<file path="src/rtl/kmcm_pkg.sv">
`timescale 1ns / 1ps
`default_nettype none
// ----------------------------------------------------------------------------
// Key matrix to MIDI notes: shared package
// Types, constants and the key position ROM used by the front end, the
// request queue and the event generator.
// ----------------------------------------------------------------------------
package kmcm_pkg;

   localparam int KEY_COUNT = 32;
   localparam int KEY_IDX_W = $clog2(KEY_COUNT);

   // MIDI constants.
   localparam logic [6:0] NOTE_OFFSET_RESET = 7'd36;
   localparam logic [6:0] NOTE_OFFSET_MAX   = 7'd96;
   localparam logic [6:0] VELOCITY_ON       = 7'd127;
   localparam logic [6:0] VELOCITY_OFF      = 7'd0;

   // Queue between the front end and the event generator.
   localparam int QUEUE_DEPTH = 2;
   localparam int QUEUE_PTR_W = $clog2(QUEUE_DEPTH);
   localparam int QUEUE_CNT_W = $clog2(QUEUE_DEPTH + 1);

   // One classified scan: the changed keys and the new line states.
   typedef struct packed {
      logic [KEY_COUNT-1:0] changed;
      logic [KEY_COUNT-1:0] lines;
   } kmcm_scan_type;

   // Key position of each matrix bit.
   function automatic logic [4:0] key_position(input logic [KEY_IDX_W-1:0] bit_idx);
      logic [4:0] pos;
      unique case (bit_idx)
         5'd0:  pos = 5'd23;
         5'd1:  pos = 5'd21;
         5'd2:  pos = 5'd19;
         5'd3:  pos = 5'd17;
         5'd4:  pos = 5'd15;
         5'd5:  pos = 5'd13;
         5'd6:  pos = 5'd25;
         5'd7:  pos = 5'd26;
         5'd8:  pos = 5'd24;
         5'd9:  pos = 5'd22;
         5'd10: pos = 5'd20;
         5'd11: pos = 5'd18;
         5'd12: pos = 5'd16;
         5'd13: pos = 5'd14;
         5'd14: pos = 5'd12;
         5'd15: pos = 5'd27;
         5'd16: pos = 5'd0;
         5'd17: pos = 5'd2;
         5'd18: pos = 5'd4;
         5'd19: pos = 5'd6;
         5'd20: pos = 5'd8;
         5'd21: pos = 5'd10;
         5'd22: pos = 5'd28;
         5'd23: pos = 5'd29;
         5'd24: pos = 5'd1;
         5'd25: pos = 5'd3;
         5'd26: pos = 5'd5;
         5'd27: pos = 5'd7;
         5'd28: pos = 5'd9;
         5'd29: pos = 5'd11;
         5'd30: pos = 5'd30;
         5'd31: pos = 5'd31;
         default: pos = 5'd0;
      endcase
      return pos;
   endfunction

endpackage
`default_nettype wire

</file>
<file path="src/rtl/kmcm_front.sv">
`timescale 1ns / 1ps
`default_nettype none
// ----------------------------------------------------------------------------
// Key matrix to MIDI notes: front end
// Accepts key snapshots, compares them with the previous snapshot and
// forwards only scans that changed at least one key.
// ----------------------------------------------------------------------------
module kmcm_front
   import kmcm_pkg::*;
(
   input  wire logic                 clock,
   input  wire logic                 reset,
   input  wire logic                 req_push,
   input  wire logic [KEY_COUNT-1:0] req_key_lines,
   output logic                      req_full,
   output logic                      q_push,
   output kmcm_scan_type             q_entry,
   input  wire logic                 q_full
);

   logic [KEY_COUNT-1:0] prev_keys_ff;
   logic [KEY_COUNT-1:0] prev_keys_in;
   logic                 accept;

   // A request is taken whenever the queue has room.
   assign req_full = q_full;
   assign accept   = req_push && !q_full;

   // Classify: only a scan with changed keys goes on to the queue.
   always_comb begin
      q_entry.changed = req_key_lines ^ prev_keys_ff;
      q_entry.lines   = req_key_lines;
      q_push          = accept && (q_entry.changed != '0);
      prev_keys_in    = accept ? req_key_lines : prev_keys_ff;
   end

   always_ff @(posedge clock) begin
      if (reset) begin
         prev_keys_ff <= '0;
      end else begin
         prev_keys_ff <= prev_keys_in;
      end
   end

endmodule
`default_nettype wire

</file>
<file path="src/rtl/kmcm_queue.sv">
`timescale 1ns / 1ps
`default_nettype none
// ----------------------------------------------------------------------------
// Key matrix to MIDI notes: scan queue
// A short first-in first-out queue that decouples the front end from the
// event generator.
// ----------------------------------------------------------------------------
module kmcm_queue
   import kmcm_pkg::*;
(
   input  wire logic          clock,
   input  wire logic          reset,
   input  wire logic          push,
   input  wire kmcm_scan_type push_entry,
   output logic               full,
   input  wire logic          pop,
   output kmcm_scan_type      pop_entry,
   output logic               empty
);

   kmcm_scan_type             slot_ff [QUEUE_DEPTH];
   logic [QUEUE_PTR_W-1:0]    wr_ptr_ff;
   logic [QUEUE_PTR_W-1:0]    wr_ptr_in;
   logic [QUEUE_PTR_W-1:0]    rd_ptr_ff;
   logic [QUEUE_PTR_W-1:0]    rd_ptr_in;
   logic [QUEUE_CNT_W-1:0]    count_ff;
   logic [QUEUE_CNT_W-1:0]    count_in;
   logic                      do_push;
   logic                      do_pop;

   assign full      = (count_ff == QUEUE_CNT_W'(QUEUE_DEPTH));
   assign empty     = (count_ff == '0);
   assign pop_entry = slot_ff[rd_ptr_ff];
   assign do_push   = push && !full;
   assign do_pop    = pop && !empty;

   // Pointer and fill count update.
   always_comb begin
      wr_ptr_in = wr_ptr_ff;
      rd_ptr_in = rd_ptr_ff;
      count_in  = count_ff;
      if (do_push) begin
         wr_ptr_in = (wr_ptr_ff == QUEUE_PTR_W'(QUEUE_DEPTH - 1)) ? '0
                                                                 : wr_ptr_ff + 1'b1;
      end
      if (do_pop) begin
         rd_ptr_in = (rd_ptr_ff == QUEUE_PTR_W'(QUEUE_DEPTH - 1)) ? '0
                                                                 : rd_ptr_ff + 1'b1;
      end
      if (do_push && !do_pop) begin
         count_in = count_ff + 1'b1;
      end else if (do_pop && !do_push) begin
         count_in = count_ff - 1'b1;
      end
   end

   always_ff @(posedge clock) begin
      if (reset) begin
         wr_ptr_ff <= '0;
         rd_ptr_ff <= '0;
         count_ff  <= '0;
      end else begin
         wr_ptr_ff <= wr_ptr_in;
         rd_ptr_ff <= rd_ptr_in;
         count_ff  <= count_in;
      end
   end

   // Storage needs no reset.
   always_ff @(posedge clock) begin
      if (do_push) begin
         slot_ff[wr_ptr_ff] <= push_entry;
      end
   end

endmodule
`default_nettype wire

</file>
<file path="src/rtl/kmcm_back.sv">
`timescale 1ns / 1ps
`default_nettype none
// ----------------------------------------------------------------------------
// Key matrix to MIDI notes: event generator
// Takes one changed scan at a time and emits one note event per changed
// key, lowest bit first, into a registered output stage.
// ----------------------------------------------------------------------------
module kmcm_back
   import kmcm_pkg::*;
(
   input  wire logic          clock,
   input  wire logic          reset,
   input  wire logic [6:0]    note_offset,
   input  wire kmcm_scan_type q_entry,
   input  wire logic          q_empty,
   output logic               q_pop,
   output logic               rsp_empty,
   input  wire logic          rsp_pop,
   output logic               rsp_note_on,
   output logic [6:0]         rsp_note_number,
   output logic [6:0]         rsp_velocity,
   output logic               rsp_last
);

   logic                    busy_ff;
   logic                    busy_in;
   logic [KEY_COUNT-1:0]    changed_ff;
   logic [KEY_COUNT-1:0]    changed_in;
   logic [KEY_COUNT-1:0]    lines_ff;
   logic [KEY_COUNT-1:0]    lines_in;
   logic                    out_valid_ff;
   logic                    out_valid_in;
   logic                    note_on_ff;
   logic [6:0]              note_number_ff;
   logic                    last_ff;
   logic                    out_free;
   logic                    emit;
   logic [KEY_COUNT-1:0]    low_bit;
   logic [KEY_COUNT-1:0]    remaining;
   logic [KEY_IDX_W-1:0]    low_idx;
   logic [6:0]              offset_used;
   logic                    pressed;

   assign out_free = !out_valid_ff || rsp_pop;
   assign q_pop    = !busy_ff && !q_empty;
   assign emit     = busy_ff && out_free;

   // Isolate the lowest changed key and encode its bit index.
   always_comb begin
      low_bit   = changed_ff & (~changed_ff + 1'b1);
      remaining = changed_ff & ~low_bit;
      low_idx   = '0;
      for (int i = 0; i < KEY_COUNT; i++) begin
         if (low_bit[i]) begin
            low_idx = low_idx | KEY_IDX_W'(i);
         end
      end
      pressed     = ((lines_ff & low_bit) == '0);
      offset_used = (note_offset > NOTE_OFFSET_MAX) ? NOTE_OFFSET_MAX : note_offset;
   end

   // Scan walk control and output stage valid.
   always_comb begin
      busy_in      = busy_ff;
      changed_in   = changed_ff;
      lines_in     = lines_ff;
      out_valid_in = out_valid_ff;
      if (q_pop) begin
         busy_in    = 1'b1;
         changed_in = q_entry.changed;
         lines_in   = q_entry.lines;
      end else if (emit) begin
         changed_in = remaining;
         busy_in    = (remaining != '0);
      end
      if (emit) begin
         out_valid_in = 1'b1;
      end else if (rsp_pop) begin
         out_valid_in = 1'b0;
      end
   end

   always_ff @(posedge clock) begin
      if (reset) begin
         busy_ff      <= 1'b0;
         out_valid_ff <= 1'b0;
      end else begin
         busy_ff      <= busy_in;
         out_valid_ff <= out_valid_in;
      end
   end

   // Payload registers.
   always_ff @(posedge clock) begin
      changed_ff <= changed_in;
      lines_ff   <= lines_in;
      if (emit) begin
         note_on_ff     <= pressed;
         note_number_ff <= offset_used + 7'(key_position(low_idx));
         last_ff        <= (remaining == '0);
      end
   end

   assign rsp_empty       = !out_valid_ff;
   assign rsp_note_on     = note_on_ff;
   assign rsp_note_number = note_number_ff;
   assign rsp_velocity    = note_on_ff ? VELOCITY_ON : VELOCITY_OFF;
   assign rsp_last        = last_ff;

endmodule
`default_nettype wire

</file>
<file path="src/rtl/key_matrix_change_to_midi_notes_core.sv">
`timescale 1ns / 1ps
`default_nettype none
// The first note event of a request passes through the queue, the scan load in the
// event generator and its registered output stage. The event generator loads each
// changed scan, then emits one note event per changed key; unchanged scans are dropped.
// A two-entry queue lets new requests be accepted while events are still being emitted.
// Reset clears the previous snapshot to zero and sets the note offset to 36.
// ----------------------------------------------------------------------------
// Key matrix to MIDI notes: top level
// Turns key matrix snapshots into MIDI note-on and note-off events.
// ----------------------------------------------------------------------------
module key_matrix_change_to_midi_notes_core
   import kmcm_pkg::*;
(
   input  wire logic                 clock,
   input  wire logic                 reset,
   input  wire logic                 req_push,
   input  wire logic [KEY_COUNT-1:0] req_key_lines,
   output logic                      req_full,
   output logic                      rsp_empty,
   input  wire logic                 rsp_pop,
   output logic                      rsp_note_on,
   output logic [6:0]                rsp_note_number,
   output logic [6:0]                rsp_velocity,
   output logic                      rsp_last,
   input  wire logic                 csr_wr_en,
   input  wire logic [6:0]           csr_wr_data
);

   logic [6:0]     note_offset_ff;
   logic [6:0]     note_offset_in;
   logic           q_push;
   logic           q_full;
   logic           q_pop;
   logic           q_empty;
   kmcm_scan_type  q_push_entry;
   kmcm_scan_type  q_pop_entry;

   // Note offset register; the written bits are kept and clamped at use.
   assign note_offset_in = csr_wr_en ? csr_wr_data : note_offset_ff;

   always_ff @(posedge clock) begin
      if (reset) begin
         note_offset_ff <= NOTE_OFFSET_RESET;
      end else begin
         note_offset_ff <= note_offset_in;
      end
   end

   kmcm_front u_front (
      .clock         (clock),
      .reset         (reset),
      .req_push      (req_push),
      .req_key_lines (req_key_lines),
      .req_full      (req_full),
      .q_push        (q_push),
      .q_entry       (q_push_entry),
      .q_full        (q_full)
   );

   kmcm_queue u_queue (
      .clock      (clock),
      .reset      (reset),
      .push       (q_push),
      .push_entry (q_push_entry),
      .full       (q_full),
      .pop        (q_pop),
      .pop_entry  (q_pop_entry),
      .empty      (q_empty)
   );

   kmcm_back u_back (
      .clock           (clock),
      .reset           (reset),
      .note_offset     (note_offset_ff),
      .q_entry         (q_pop_entry),
      .q_empty         (q_empty),
      .q_pop           (q_pop),
      .rsp_empty       (rsp_empty),
      .rsp_pop         (rsp_pop),
      .rsp_note_on     (rsp_note_on),
      .rsp_note_number (rsp_note_number),
      .rsp_velocity    (rsp_velocity),
      .rsp_last        (rsp_last)
   );

endmodule
`default_nettype wire
</file>
<file path="config.mk">
export PLATFORM = sky130hd
export DESIGN_NAME = key_matrix_change_to_midi_notes_core
export DESIGN_NICKNAME = d
export VERILOG_FILES = /design/src/rtl/kmcm_pkg.sv /design/src/rtl/kmcm_front.sv /design/src/rtl/kmcm_queue.sv /design/src/rtl/kmcm_back.sv /design/src/rtl/key_matrix_change_to_midi_notes_core.sv
export SDC_FILE = /design/constraint.sdc
export NUM_CORES = 1
export LEC_CHECK = 0
export BUFFER_PORTS_ARGS = -buffer_cell sky130_fd_sc_hd__buf_2
export CAP_MARGIN = 10
export CORE_MARGIN = 2
export CORE_UTILIZATION = 50
export DETAILED_ROUTE_END_ITERATION = 8
export GPL_TIMING_DRIVEN = 0
export PLACE_DENSITY_LB_ADDON = 0.12
export SETUP_SLACK_MARGIN = 0.3
export SLEW_MARGIN = 20
export SYNTH_ARGS = -nofsm -noshare
export SYNTH_HDL_FRONTEND = slang
export SYNTH_SLANG_ARGS = --single-unit
export TNS_END_PERCENT = 1
</file>
<file path="constraint.sdc">
create_clock -name clock -period 7.06 [get_ports clock]
set_input_delay 0.706 -clock clock [delete_from_list [all_inputs] [get_ports clock]]
set_output_delay 0.706 -clock clock [all_outputs]
set_load 0.01 [all_outputs]
</file>
Word level (Yosys, flattened, before mapping). Memories as Yosys holds them, arrays and structs flattened. A register that Yosys moved wholly into a read port is not among the register bits. Index checks and enable logic that the tools add are counted.

Add/sub/neg operators: 6. Mux-type cells: 52. Reductions and logical operators: 23. Bitwise logic cells: 6. Equality and inequality tests: 1. $lt $le $gt $ge: 1.

Operators by type and width (number): 32-bit AND (3); 32-bit two-way mux (3); 5-bit two-way mux (17); 32-bit zero test (2); 32-bit NOT (2); 32-bit nonzero test (2); 32-bit by 1-bit adder with 32-bit output, second input constant (1); 4-bit two-way mux (8); 32-bit XOR (1); 7-bit two-way mux (2); 1-bit two-way mux (13); 3-bit two-way mux (4); 2-bit two-way mux (5); 1-bit logical AND (8); 7-bit by 5-bit adder with 7-bit output (1); 7-bit > comparator, second input constant (1); 1-bit zero test (6); 2-bit nonzero test (3); 1-bit adder, second input constant (2); 2-bit by 1-bit adder with 2-bit output, second input constant (1); 2-bit equality test, second input constant (1); 2-bit zero test (1); 2-bit by 1-bit subtractor with 2-bit output, second input constant (1); 1-bit logical OR (1).

Memories kept: 2. Flip-flop bits (word level): 118. Output and inout port bits: 18. Input bits: 44. Logic and storage cells: 103. RAM bits: 128. ROM bits: 160.

Memory list: (no name shown) (words 32, width 5, rd ports 1, clocked after memory_dff 0, wr ports 0, RTL line kmcm_pkg.sv:33) `unique case (bit_idx)`; u_queue.slot_ff (words 2, width 64, rd ports 1, clocked after memory_dff 1, wr ports 1, RTL line kmcm_queue.sv:21) `kmcm_scan_type slot_ff [QUEUE_DEPTH];`.

Logic depth before layout (Yosys ltp). Gate-level depths: netlist of run 1. An unclocked memory read counts as a cell.

Word-level depth: 37. Gate-level depth with buffers: 21.

Hierarchy. Synthesis of run 1 repeated with hierarchy kept, for this count alone.

Cells, all modules: 947. Area total of the unflattened synthesis: 11456.0 um^2.

By module, submodules not included: kmcm_queue (seq. area each 3943.8 um^2, area each 4832.1 um^2, cells an instance 224, instances 1); kmcm_back (seq. area each 2232.1 um^2, area each 4650.7 um^2, cells an instance 485, instances 1); kmcm_front (seq. area each 640.6 um^2, area each 1722.9 um^2, cells an instance 216, instances 1); key_matrix_change_to_midi_notes_core (seq. area each 140.1 um^2, area each 250.2 um^2, cells an instance 22, instances 1).

Worst setup path before layout of run 1. No wires, ideal clock.

Kind: input to register. From: in req_push. To: mem u_queue.slot_ff[0][0] (netlist name), enable pin. Setup time: 564 ps. Data arrival time: 5466 ps. Cell stages on the path: 3. Slack: 1029 ps. Path through: nand2_1 clkbuf_1 nor3_1.

Longest elaborated chain between the ends: 5.

Ends and longest elaborated chain: from (decl) (RTL line key_matrix_change_to_midi_notes_core.sv:17) `input wire logic req_push,`; 1-bit logical AND (RTL line kmcm_front.sv:27) `assign accept = req_push && !q_full;`; 1-bit logical AND (RTL line kmcm_front.sv:33) `q_push = accept && (q_entry.changed != '0);`; 1-bit logical AND (RTL line kmcm_queue.sv:34) `assign do_push = push && !full;`; 1-bit two-way mux (RTL line kmcm_queue.sv:71) `if (do_push) begin`; 1-bit two-way mux (implied by the code) (RTL line kmcm_queue.sv:72) `slot_ff[wr_ptr_ff] <= push_entry;`; to (decl) (RTL line kmcm_queue.sv:21).

No other way between the ends.

Worst setup path in the final report of run 1.
From: reg u_back.changed_ff[23]. To: reg u_back.note_number_ff[6], in the netlist u_back.rsp_note_number[6] (data pin).

Longest elaborated chain between the ends: 15.

Ends and longest elaborated chain: from (decl) (RTL line kmcm_back.sv:27) `logic [KEY_COUNT-1:0] changed_ff;`; from (signal assigned) (RTL line kmcm_back.sv:95) `changed_ff <= changed_in;`; 32-bit NOT (RTL line kmcm_back.sv:50) `low_bit = changed_ff & (~changed_ff + 1'b1);`; 32-bit by 1-bit adder with 32-bit output (RTL line kmcm_back.sv:50); 32-bit AND (*) (RTL line kmcm_back.sv:50); 5-bit two-way mux (8 in series) (RTL line kmcm_back.sv:54) `if (low_bit[i]) begin`; 5-bit two-way mux (*) (RTL line kmcm_back.sv:54); memory 32 x 5 bit (*); 5-bit two-way mux (*) (RTL line kmcm_back.sv:97) `if (emit) begin`; 7-bit by 5-bit adder with 7-bit output (*) (RTL line kmcm_back.sv:99) `note_number_ff <= offset_used + 7'(key_position(low_idx));`; to (signal assigned) (RTL line kmcm_back.sv:99); to (decl) (RTL line kmcm_back.sv:34) `logic [6:0] note_number_ff;`.

Every way passes the cells marked *; elsewhere a longest branch is shown, timed or not. The select of a mux whose other input is x is not followed. A chain may end at the register's enable or synchronous reset.

==> results of run 1 <==
==> per-stage QoR <==
stage               instances  total power [mW]
finish                   1273              5.34
global route             1273              5.62
CTS                      1273              5.36
detailed placement       1223              4.03
global placement         1214              4.00
floorplan                 875              3.43
==> per-layer routing <==
layer / share of wire / wire [um] / vias up
li1: - / - / 3460
met1: 0.45 / 12400 / 3540
met2: 0.46 / 12800 / 241
met3: 0.055 / 1510 / 59
met4: 0.032 / 892 / 0
met5: 0 / 0 / -
==> cell type report <==
| type | count | area (sq um) |
|---|---|---|
| clock inverters | 18 | 138 |
| flip-flops and latches | 247 | 6960 |
| multi-input cells | 551 | 3780 |
| clock buffers | 32 | 694 |
| repair buffers | 68 | 390 |
| plain buffers | 51 | 260 |
| inverters | 26 | 97.6 |
| fillers | 1844 | 9090 |
| well taps | 280 | 350 |
==> power groups by stage <==
stage	combinational, mW	sequential [mW]	clock [mW]
after floorplan	1.14	2.29	0
after global placement	1.61	2.39	0
after detailed placement	1.66	2.37	0
after CTS	1.67	2.34	1.35
after global routing	1.83	2.38	1.41
final	1.67	2.34	1.33
==> layout by cell type, fill, tap and decap left out, types with 6 or more instances in the layout <==
cell type                     n
sky130_fd_sc_hd__edfxtp_1   201
sky130_fd_sc_hd__inv_1       25
sky130_fd_sc_hd__buf_4       15
sky130_fd_sc_hd__nor2b_1      8
sky130_fd_sc_hd__o21ai_0     41
sky130_fd_sc_hd__a31oi_1      6
sky130_fd_sc_hd__mux2i_1     42
sky130_fd_sc_hd__dfxtp_1     46
sky130_fd_sc_hd__clkinv_1     6
sky130_fd_sc_hd__nor4_1      11
sky130_fd_sc_hd__clkbuf_16   27
sky130_fd_sc_hd__clkbuf_1    28
sky130_fd_sc_hd__a21oi_1     56
sky130_fd_sc_hd__buf_1        6
sky130_fd_sc_hd__ha_1        10
sky130_fd_sc_hd__nor2_1      34
sky130_fd_sc_hd__nand3_1     24
sky130_fd_sc_hd__o211ai_1    11
sky130_fd_sc_hd__nand4_1     12
sky130_fd_sc_hd__clkinv_2     6
sky130_fd_sc_hd__buf_2       69
sky130_fd_sc_hd__nor3_1      14
sky130_fd_sc_hd__nand2_1    104
sky130_fd_sc_hd__xor2_1      36
sky130_fd_sc_hd__mux2_2      32
sky130_fd_sc_hd__and3_1       7
==> sequential cells by signal, indices dropped and copies added, names as in the netlist, named ones only <==
register                flops
u_queue.rd_ptr_ff           1
note_offset_ff              7
u_back.rsp_note_number      7
u_back.lines_ff            32
u_back.rsp_note_on          1
u_front.prev_keys_ff       32
u_back.busy_ff              1
u_back.out_valid_ff         1
u_queue.slot_ff           128
u_queue.wr_ptr_ff           1
u_back.changed_ff          32
u_queue.count_ff            2
u_back.rsp_last             1
==> kinds of logic after synthesis <==
kind of cell,after synthesis,share of synthesized area
fa+ha+maj,12,0.0140
flops,247,0.628
compound gates,160,0.0907
buf+inv,77,0.0323
simple gates,263,0.131
mux,75,0.0715
xor+xnor,41,0.0324
==> path summary, 6_finish.rpt <==
check                                                           start                               endpoint  slack [ns]  depth (start not counted)
worst max-delay path                  u_back.changed_ff[23]$_DFFE_PP_    u_back.rsp_note_number[6]$_DFFE_PP_        2.28                         18
worst min-delay path                                   csr_wr_data[5]         note_offset_ff[5]$_SDFFE_PP1P_        0.36                          2
worst max register to register        u_back.changed_ff[23]$_DFFE_PP_    u_back.rsp_note_number[6]$_DFFE_PP_        2.28                         18
worst min register to register  u_front.prev_keys_ff[13]$_SDFFE_PP0P_  u_front.prev_keys_ff[13]$_SDFFE_PP0P_        0.46                          2
==> worst max-delay path, cell delays in order (launching register included) <==
cell	delay [ns]
sky130_fd_sc_hd__edfxtp_1	0.35
sky130_fd_sc_hd__clkbuf_1	0.28
sky130_fd_sc_hd__nor3_2	0.55
sky130_fd_sc_hd__nand4_1	0.34
sky130_fd_sc_hd__nor3_1	0.47
sky130_fd_sc_hd__nand3b_1	0.27
sky130_fd_sc_hd__nand3_1	0.24
sky130_fd_sc_hd__inv_1	0.11
sky130_fd_sc_hd__ha_1	0.22
sky130_fd_sc_hd__a32oi_1	0.16
sky130_fd_sc_hd__o311a_1	0.20
sky130_fd_sc_hd__mux2i_1	0.11
sky130_fd_sc_hd__fa_1	0.47
sky130_fd_sc_hd__inv_1	0.07
sky130_fd_sc_hd__a21oi_1	0.06
sky130_fd_sc_hd__o21ai_0	0.28
sky130_fd_sc_hd__a21o_1	0.17
sky130_fd_sc_hd__nand2_1	0.06
sky130_fd_sc_hd__xnor2_1	0.12
==> impl_summary.md, run 1 <==
Route
The final antenna-violating net count is 0. In this run, the number of DRC markers left after iteration 0 of detailed routing was 654. After detailed routing, the average wire length per cell comes to 21.7 um. In the routed layout, each cell is associated on average with a via count of between 5 and 6. The final layout contains routed wiring with a total length of approximately 28 mm.

The number of design rule violations left after detail routing is 0. The total vias in the final route is 7300. The pre-antenna-repair detailed-routing pass consisted of 7 iterations.

STA
The final hold violation count is 0. The worst pin sits at a relative slew slack of 0.325. The worst clock skew is 0.0227 ns.

Dividing the final minimum period by the clock period gives 0.676. At the pin with the least slew margin, the transition time is roughly 1 ns. Setup repair after global routing left no endpoint under its margin. The minimum clock period is 4.78 ns.

The worst-case setup margin in the final layout is 2.28 ns. After routing, the total negative slack on setup checks comes to 0 ns. On the final layout, the worst hold slack is roughly 0.36 ns.

Setup violations remaining at the end of the flow were counted as 0. The number of pins with negative max-slew slack in the final report is 0. Timing would allow up to roughly 0.21 GHz.

Power
The net load switching power is between 1.5 and 2 mW. Internal power comes to about 3.4 mW. In this run the static leakage power is 4.55 nW. The clock network power share is 0.249.

Power spread over the standard cell area amounts to 422 mW/mm^2. Across the VDD grid, the largest voltage drop is 218 uV. Of the total power, registers draw 0.438. Of the total power, the share spent switching nets is 0.357.

Of the total power, combinational logic draws 0.313.

Clock tree
The number of sinks on the clock net is 247. The clock latency at the later pin of the worst-skew pair is 0.56 ns. Post-CTS repair changed the size of 0 cells.

The TritonCTS clock tree is yes. CTS built an H-tree with a depth of 1. The clock edge transition at the registers on the reported setup and hold paths is about 0.060 ns.

The clock passes through at most 3 buffers. The clock buffer count from CTS is 27. The cell sitting at the root of the clock tree is a sky130_fd_sc_hd__clkbuf_16. The post-CTS setup buffer count is 0. The count of hold buffers inserted by post-cts repair is 0.

Synth
In this run, synthesis produced a sequential element count of 247. After synthesis, the cell types taking the most area are sky130_fd_sc_hd__edfxtp_1 54%, sky130_fd_sc_hd__dfxtp_1 8.3%, sky130_fd_sc_hd__mux2i_1 3.8%, sky130_fd_sc_hd__nand2_1 3.6%, sky130_fd_sc_hd__mux2_2 3.3%. The post-synthesis instance total is about 900. The total number of yosys warnings is 0.

The dominant synthesized flop cell is sky130_fd_sc_hd__edfxtp_1. The largest total area in the synthesized netlist belongs to sky130_fd_sc_hd__edfxtp_1. The commonest cells after synthesis are 201 x sky130_fd_sc_hd__edfxtp_1, 105 x sky130_fd_sc_hd__nand2_1, 56 x sky130_fd_sc_hd__a21oi_1. The summed instance area of the synthesized netlist is around 0.011 sq mm.

Yosys mapped a number of flops with a built-in enable equal to approximately 200. After synthesis, the share of flip-flops with an asynchronous set or reset is 0. The mean area per synthesized cell is around 13 sq um. The total nets after synthesis is 930. After synthesis, the netlist uses 76 different library cells.

The top cell type's share of synthesized area is 0.545. Among all cell types in the netlist, the one instantiated most often is sky130_fd_sc_hd__edfxtp_1. The post-synthesis sequential area ratio is 0.628.

Status
The run finished with clean final reports.

Setup path
The worst setup path is of the flop to flop kind. The sort of element at the start of the critical path is a flop. The worst setup path is captured at a flop. The signal arrival time at the worst endpoint is slightly above 5 ns.

In this run the worst path has a maximum fanout of 10. The data required time of the critical path is 7.37 ns.

Cells and area
With fillers left out, the area of the finished cells amounts to ~0.013 sq mm. The proportion of layout cells with a drive suffix above 1 is 0.189. The area growth from synthesis to layout is 14.3%. The antenna cell count is 0. Measured on the finished design, the core utilization comes to 0.582. The final net count is between 1000 and 1500.

GRT
The via count of the first global-routing pass came to around 7000. The initial antenna violation count is 0. The largest net degree at the start of global routing is 48. The total global routing overflow is 0.

The overall global routing resource usage is 0.235. For this run, global-route usage on met1 was measured as 0.338. In the global route stage, met2 resource usage came out at 0.377. The global-route met3 utilization is 0.0337. The first global-routing pass estimated about 42 mm of wire. The peak-usage layer in the global routing report is met2.

Floorplan
The initial standard-cell utilization of the core is 0.509. In this run the core area contains 54 standard-cell rows. The die extent in x is about 150 um. For this design the top-level I/O count stands at 62. The placeable core region is 0.0218 sq mm. The floorplan step defined a die boundary enclosing between 0.02 and 0.025 sq mm.

Measured along the y axis, the die boundary spans roughly 150 um.

Placed design
The minimum setup slack after placement is approximately 2.4 ns. The count of input and output buffers is 59. The area after detailed placement is approximately 0.012 sq mm. Routability-driven placement finished with a final weighted congestion of between 0.9 and 1. The sum of net half-perimeters after detailed placement is 19.7 mm.

Worst hold path
The class of the worst hold path is input port to flop.

Job
The number of max-capacitance violations reported is 0.
Note: power is estimated with default switching activity, not from simulation.
==> run 2: changes to the inputs <==
--- a/config.mk
+++ b/config.mk
@@ -5,6 +5,7 @@
 export SDC_FILE = /design/constraint.sdc
 export NUM_CORES = 1
 export LEC_CHECK = 0
+export ABC_AREA = 1
 export BUFFER_PORTS_ARGS = -buffer_cell sky130_fd_sc_hd__buf_2
 export CAP_MARGIN = 10
 export CORE_MARGIN = 2
==> constraint.sdc (replaced) <==
create_clock -name clock -period 4.2 [get_ports clock]
set_input_delay 0.42 -clock clock [delete_from_list [all_inputs] [get_ports clock]]
set_output_delay 0.42 -clock clock [all_outputs]
set_load 0.01 [all_outputs]
==> run 2 against run 1 <==
Sequential cell count stayed put. Clock skew is 0.0095 ns lower. Hold slack worse by 0.23 ns. Area after synthesis is 2.2% higher. Final area is 3.2% higher. Non-clock buffer count is 9 lower. Critical endpoint unchanged. Largest power group unchanged.
==> impl_summary.md, run 2 <==
Status
The run finished with clean final reports.

GRT
Across every metal layer, demand over resource in global routing totals 0.232. The initial antenna violation count is 1. The first global-routing pass estimated approximately 42 mm of wire.

Entering global routing, the biggest net connects 42 pins. The total global routing overflow is 0. The via count of the first global-routing pass was about 7700.

Placed design
The total placed cells including tap cells is 1419. The area after detailed placement is roughly 0.012 sq mm. At the placement stage, the worst setup path has a slack of approximately 0.34 ns. Once detailed placement completed, the half-perimeter wirelength came to ~21 mm. The congestion estimate from routability-driven global placement came to approximately 0.94. The count of input and output buffers is between 60 and 70.

Synth
The dominant cell type by area after synthesis is sky130_fd_sc_hd__edfxtp_1. The top cell type's share of synthesized area is 0.533. The most used standard cell by instance count after synthesis is sky130_fd_sc_hd__edfxtp_1. In the synthesized netlist, the cells that appear most often are 201 x sky130_fd_sc_hd__edfxtp_1, 144 x sky130_fd_sc_hd__nor2_1, 139 x sky130_fd_sc_hd__nand2_1.

The number of nets in the synthesized netlist is 1123. The unique cell type count in the Yosys netlist is 43. The Yosys step of the flow raised 0 warnings. The mapped netlist covers around 0.011 sq mm. The number of flops mapped to enable cells by yosys is around 200. The post-synthesis sequential area ratio is 0.614. The dominant synthesized flop cell is sky130_fd_sc_hd__edfxtp_1. The mean area per synthesized cell is ~11 sq um.

The post-synthesis instance total is between 1000 and 1500. The number of synthesized register bits is roughly 250. By area the synthesized netlist is led by sky130_fd_sc_hd__edfxtp_1 53%, sky130_fd_sc_hd__dfxtp_1 8.1%, sky130_fd_sc_hd__nor2_1 4.8%, sky130_fd_sc_hd__nand2_1 4.6%, sky130_fd_sc_hd__o21ai_0 4.2%. Of all flip-flops after synthesis, the portion carrying an async set or reset was 0.

Cells and area
The final core area utilization is 0.583. The final instance count without filler cells is ~1500. The final design area excluding fillers is around 0.013 sq mm. The final net count is ~1200. In the layout the commonest cells are 201 x sky130_fd_sc_hd__edfxtp_1, 138 x sky130_fd_sc_hd__nand2_1, 135 x sky130_fd_sc_hd__nor2_1. The layout overhead on the synthesized area is 15.4%.

The filler cells instantiated in the layout total ~2000. u_queue.slot_ff holds more flip-flops than any other register. The library cell used most frequently in the layout, excluding fill and tap cells, is sky130_fd_sc_hd__edfxtp_1.

The proportion of layout cells with a drive suffix above 1 is 0.189. The register with the most flip-flops in the layout has between 100 and 150 of them.

STA
The top achievable clock speed is 0.275 GHz. The final worst hold slack is ~0.12 ns. The pin slew with the least headroom to its limit is approximately 0.98 ns. The minimum clock period is about 3.6 ns.

Setup slack on the critical path of the routed design comes to roughly 0.56 ns. For the final routed database, the setup TNS stands at 0 ns. The worst slew margin relative to its limit is 0.344. Setup repair after global routing left no endpoint under its margin.

The final setup violation count is 0. Dividing the final minimum period by the clock period gives 0.867. The clock arrives with between 0.01 and 0.015 ns of skew. The final hold violation count is 0. The number of pins with negative max-slew slack in the final report is 0.

Setup path
The source of the critical timing path is u_back.changed_ff[8]$_DFFE_PP_. Data on the critical path is required at its endpoint by ~4.5 ns. STA classifies the critical path startpoint as a flop. Of all nets on the critical path, the largest fanout is 5. The signal arrival time at the worst endpoint is ~3.9 ns. The critical path is of the flop to flop type.

The worst register-to-register path begins at u_back.changed_ff[8]$_DFFE_PP_. STA classifies the critical path endpoint as a flop.

Route
The average wire per cell in the routed design is about 19 um. The final antenna-violating net count is 0. The total vias in the final route is 8037. The iteration-0 DRC count of the detailed router is 620. The total length of routed wires is about 28 mm. The post-detailed-route via-to-cell ratio is ~5.4. Before antenna repair, the detailed router went through 7 iterations. The number of design rule violations left after detail routing is 0.

Clock tree
The clock edge transition at the registers on the reported setup and hold paths is 0.06 ns. The later pin in the worst-skew pair is clocked with a latency of ~0.52 ns. In this run the number of H-tree levels came out at 1. The number of sinks on the clock net is 247.

TritonCTS built the clock tree. The root buffer cell is sky130_fd_sc_hd__clkbuf_16. After clock tree synthesis, the flow added hold-fix buffers numbering 0.

The clock passes through at most 3 buffers. The clock buffer count from CTS is 26.

Floorplan
The die extent in x is 155 um. For this configuration, the core starts out at a cell density of 0.505. The core region is 0.0224 sq mm. The number of top-level design ports is 62.

The die height is between 150 and 200 um. The die covers 0.0239 sq mm. The initialized floorplan defines 55 standard-cell rows.

Job
The number of max-capacitance violations reported is 0.

Power
The design draws 9.10 mW. The power density over the cells is between 600 and 700 mW/mm^2. In this run the static leakage power is approximately 5.2 nW. Across the VDD grid, the largest voltage drop is just under 400 uV.

Worst hold path
The class of the worst hold path is input port to flop. In this run the most critical hold path is launched from req_key_lines[5].
-- run 2: changes by cell type in the layout (fill, tap and decap cells not counted), moves of 10 or more --
cell,change
sky130_fd_sc_hd__nand4_1,+10
sky130_fd_sc_hd__nand3_1,+30
sky130_fd_sc_hd__nand2_1,+34
sky130_fd_sc_hd__a21oi_1,-33
sky130_fd_sc_hd__nor2_1,+101
sky130_fd_sc_hd__o21ai_0,+51
sky130_fd_sc_hd__nor2_2,+17
sky130_fd_sc_hd__o211ai_1,+10
sky130_fd_sc_hd__nor2_4,+14
sky130_fd_sc_hd__mux2i_1,-40
sky130_fd_sc_hd__inv_1,+87
-- run 2: timing repair --
action / 4_1_cts / 5_1_grt
endpoints found under the setup margin: 0 / 3
gates resized for setup: 0 / 16
hold endpoints to repair: 0 / 0
setup buffers: 0 / 11
-- run 2: layout make-up --
cell class,count,area [sq um],area share
flip-flops and latches,247,6960,0.532
multi-input cells,662,3810,0.292
clock buffers,40,764,0.0585
repair buffers,77,503,0.0385
inverters,126,483,0.0369
well taps,285,357,0.0273
plain buffers,33,154,0.0118
clock inverters,7,41.3,0.00316
diodes,1,2.50,0.000191
-- run 2: final timing paths --
kind / endpoint / slack [ns] / depth (start not counted)
setup / recovery: u_back.rsp_note_number[6]$_DFFE_PP_ / 0.56 / 24
hold / removal: u_queue.slot_ff[0][5]$_DFFE_PP_ / 0.12 / 1
setup reg to reg: u_back.rsp_note_number[6]$_DFFE_PP_ / 0.56 / 24
hold reg to reg: u_queue.rd_ptr_ff$_SDFFE_PP0P_ / 0.45 / 1
-- run 2: logic make-up (layout without fill, tap and decap cells) --
kind of cell             count (synthesis)  count (layout)  synth area share
AND/OR/NAND/NOR                        427             427             0.179
flip-flops                             247             247             0.614
buffers and inverters                  159             283            0.0557
AO/OA/AOI/OAI                          150             150            0.0730
XOR/XNOR                                37              37            0.0286
multiplexers                            37              37            0.0366
adder cells (fa/ha/maj)                 11              11            0.0128
other                                    0               1                 0
-- run 2: critical path, cell delays in order, from the launching register on --
cell and delay [ns]:
sky130_fd_sc_hd__edfxtp_1 0.47, sky130_fd_sc_hd__nor2_1 0.19, sky130_fd_sc_hd__nand2_1 0.16, sky130_fd_sc_hd__nor2_4 0.16, sky130_fd_sc_hd__nand2_2 0.11, sky130_fd_sc_hd__inv_1 0.14
sky130_fd_sc_hd__nand4_1 0.15, sky130_fd_sc_hd__nand2_2 0.13, sky130_fd_sc_hd__inv_2 0.04, sky130_fd_sc_hd__nand3_2 0.07, sky130_fd_sc_hd__nor2_4 0.05, sky130_fd_sc_hd__clkinv_4 0.06
sky130_fd_sc_hd__ha_1 0.16, sky130_fd_sc_hd__nand3_1 0.10, sky130_fd_sc_hd__nand2_1 0.07, sky130_fd_sc_hd__nor2_1 0.04, sky130_fd_sc_hd__nor2_1 0.09, sky130_fd_sc_hd__ha_1 0.18
sky130_fd_sc_hd__inv_1 0.06, sky130_fd_sc_hd__fa_1 0.40, sky130_fd_sc_hd__o21ai_1 0.25, sky130_fd_sc_hd__nand2_1 0.08, sky130_fd_sc_hd__nand2_1 0.06, sky130_fd_sc_hd__nand2_1 0.06
sky130_fd_sc_hd__xnor2_1 0.12
-- run 2: per-layer routing --
layer	vias up	track usage	part of all wire
met1	3864	0.327	0.45
met2	235	0.376	0.47
met4	0	0.0785	0.033
li1	3886	-	-
met3	52	0.0291	0.056
met5	-	0	0
-- run 2: power by group --
part           total [mW]  internal, mW  switching (mW)
clock network        2.15          1.25           0.899
registers            4.04          3.61           0.426
logic                2.91         0.967            1.95
total                9.10          5.83            3.27
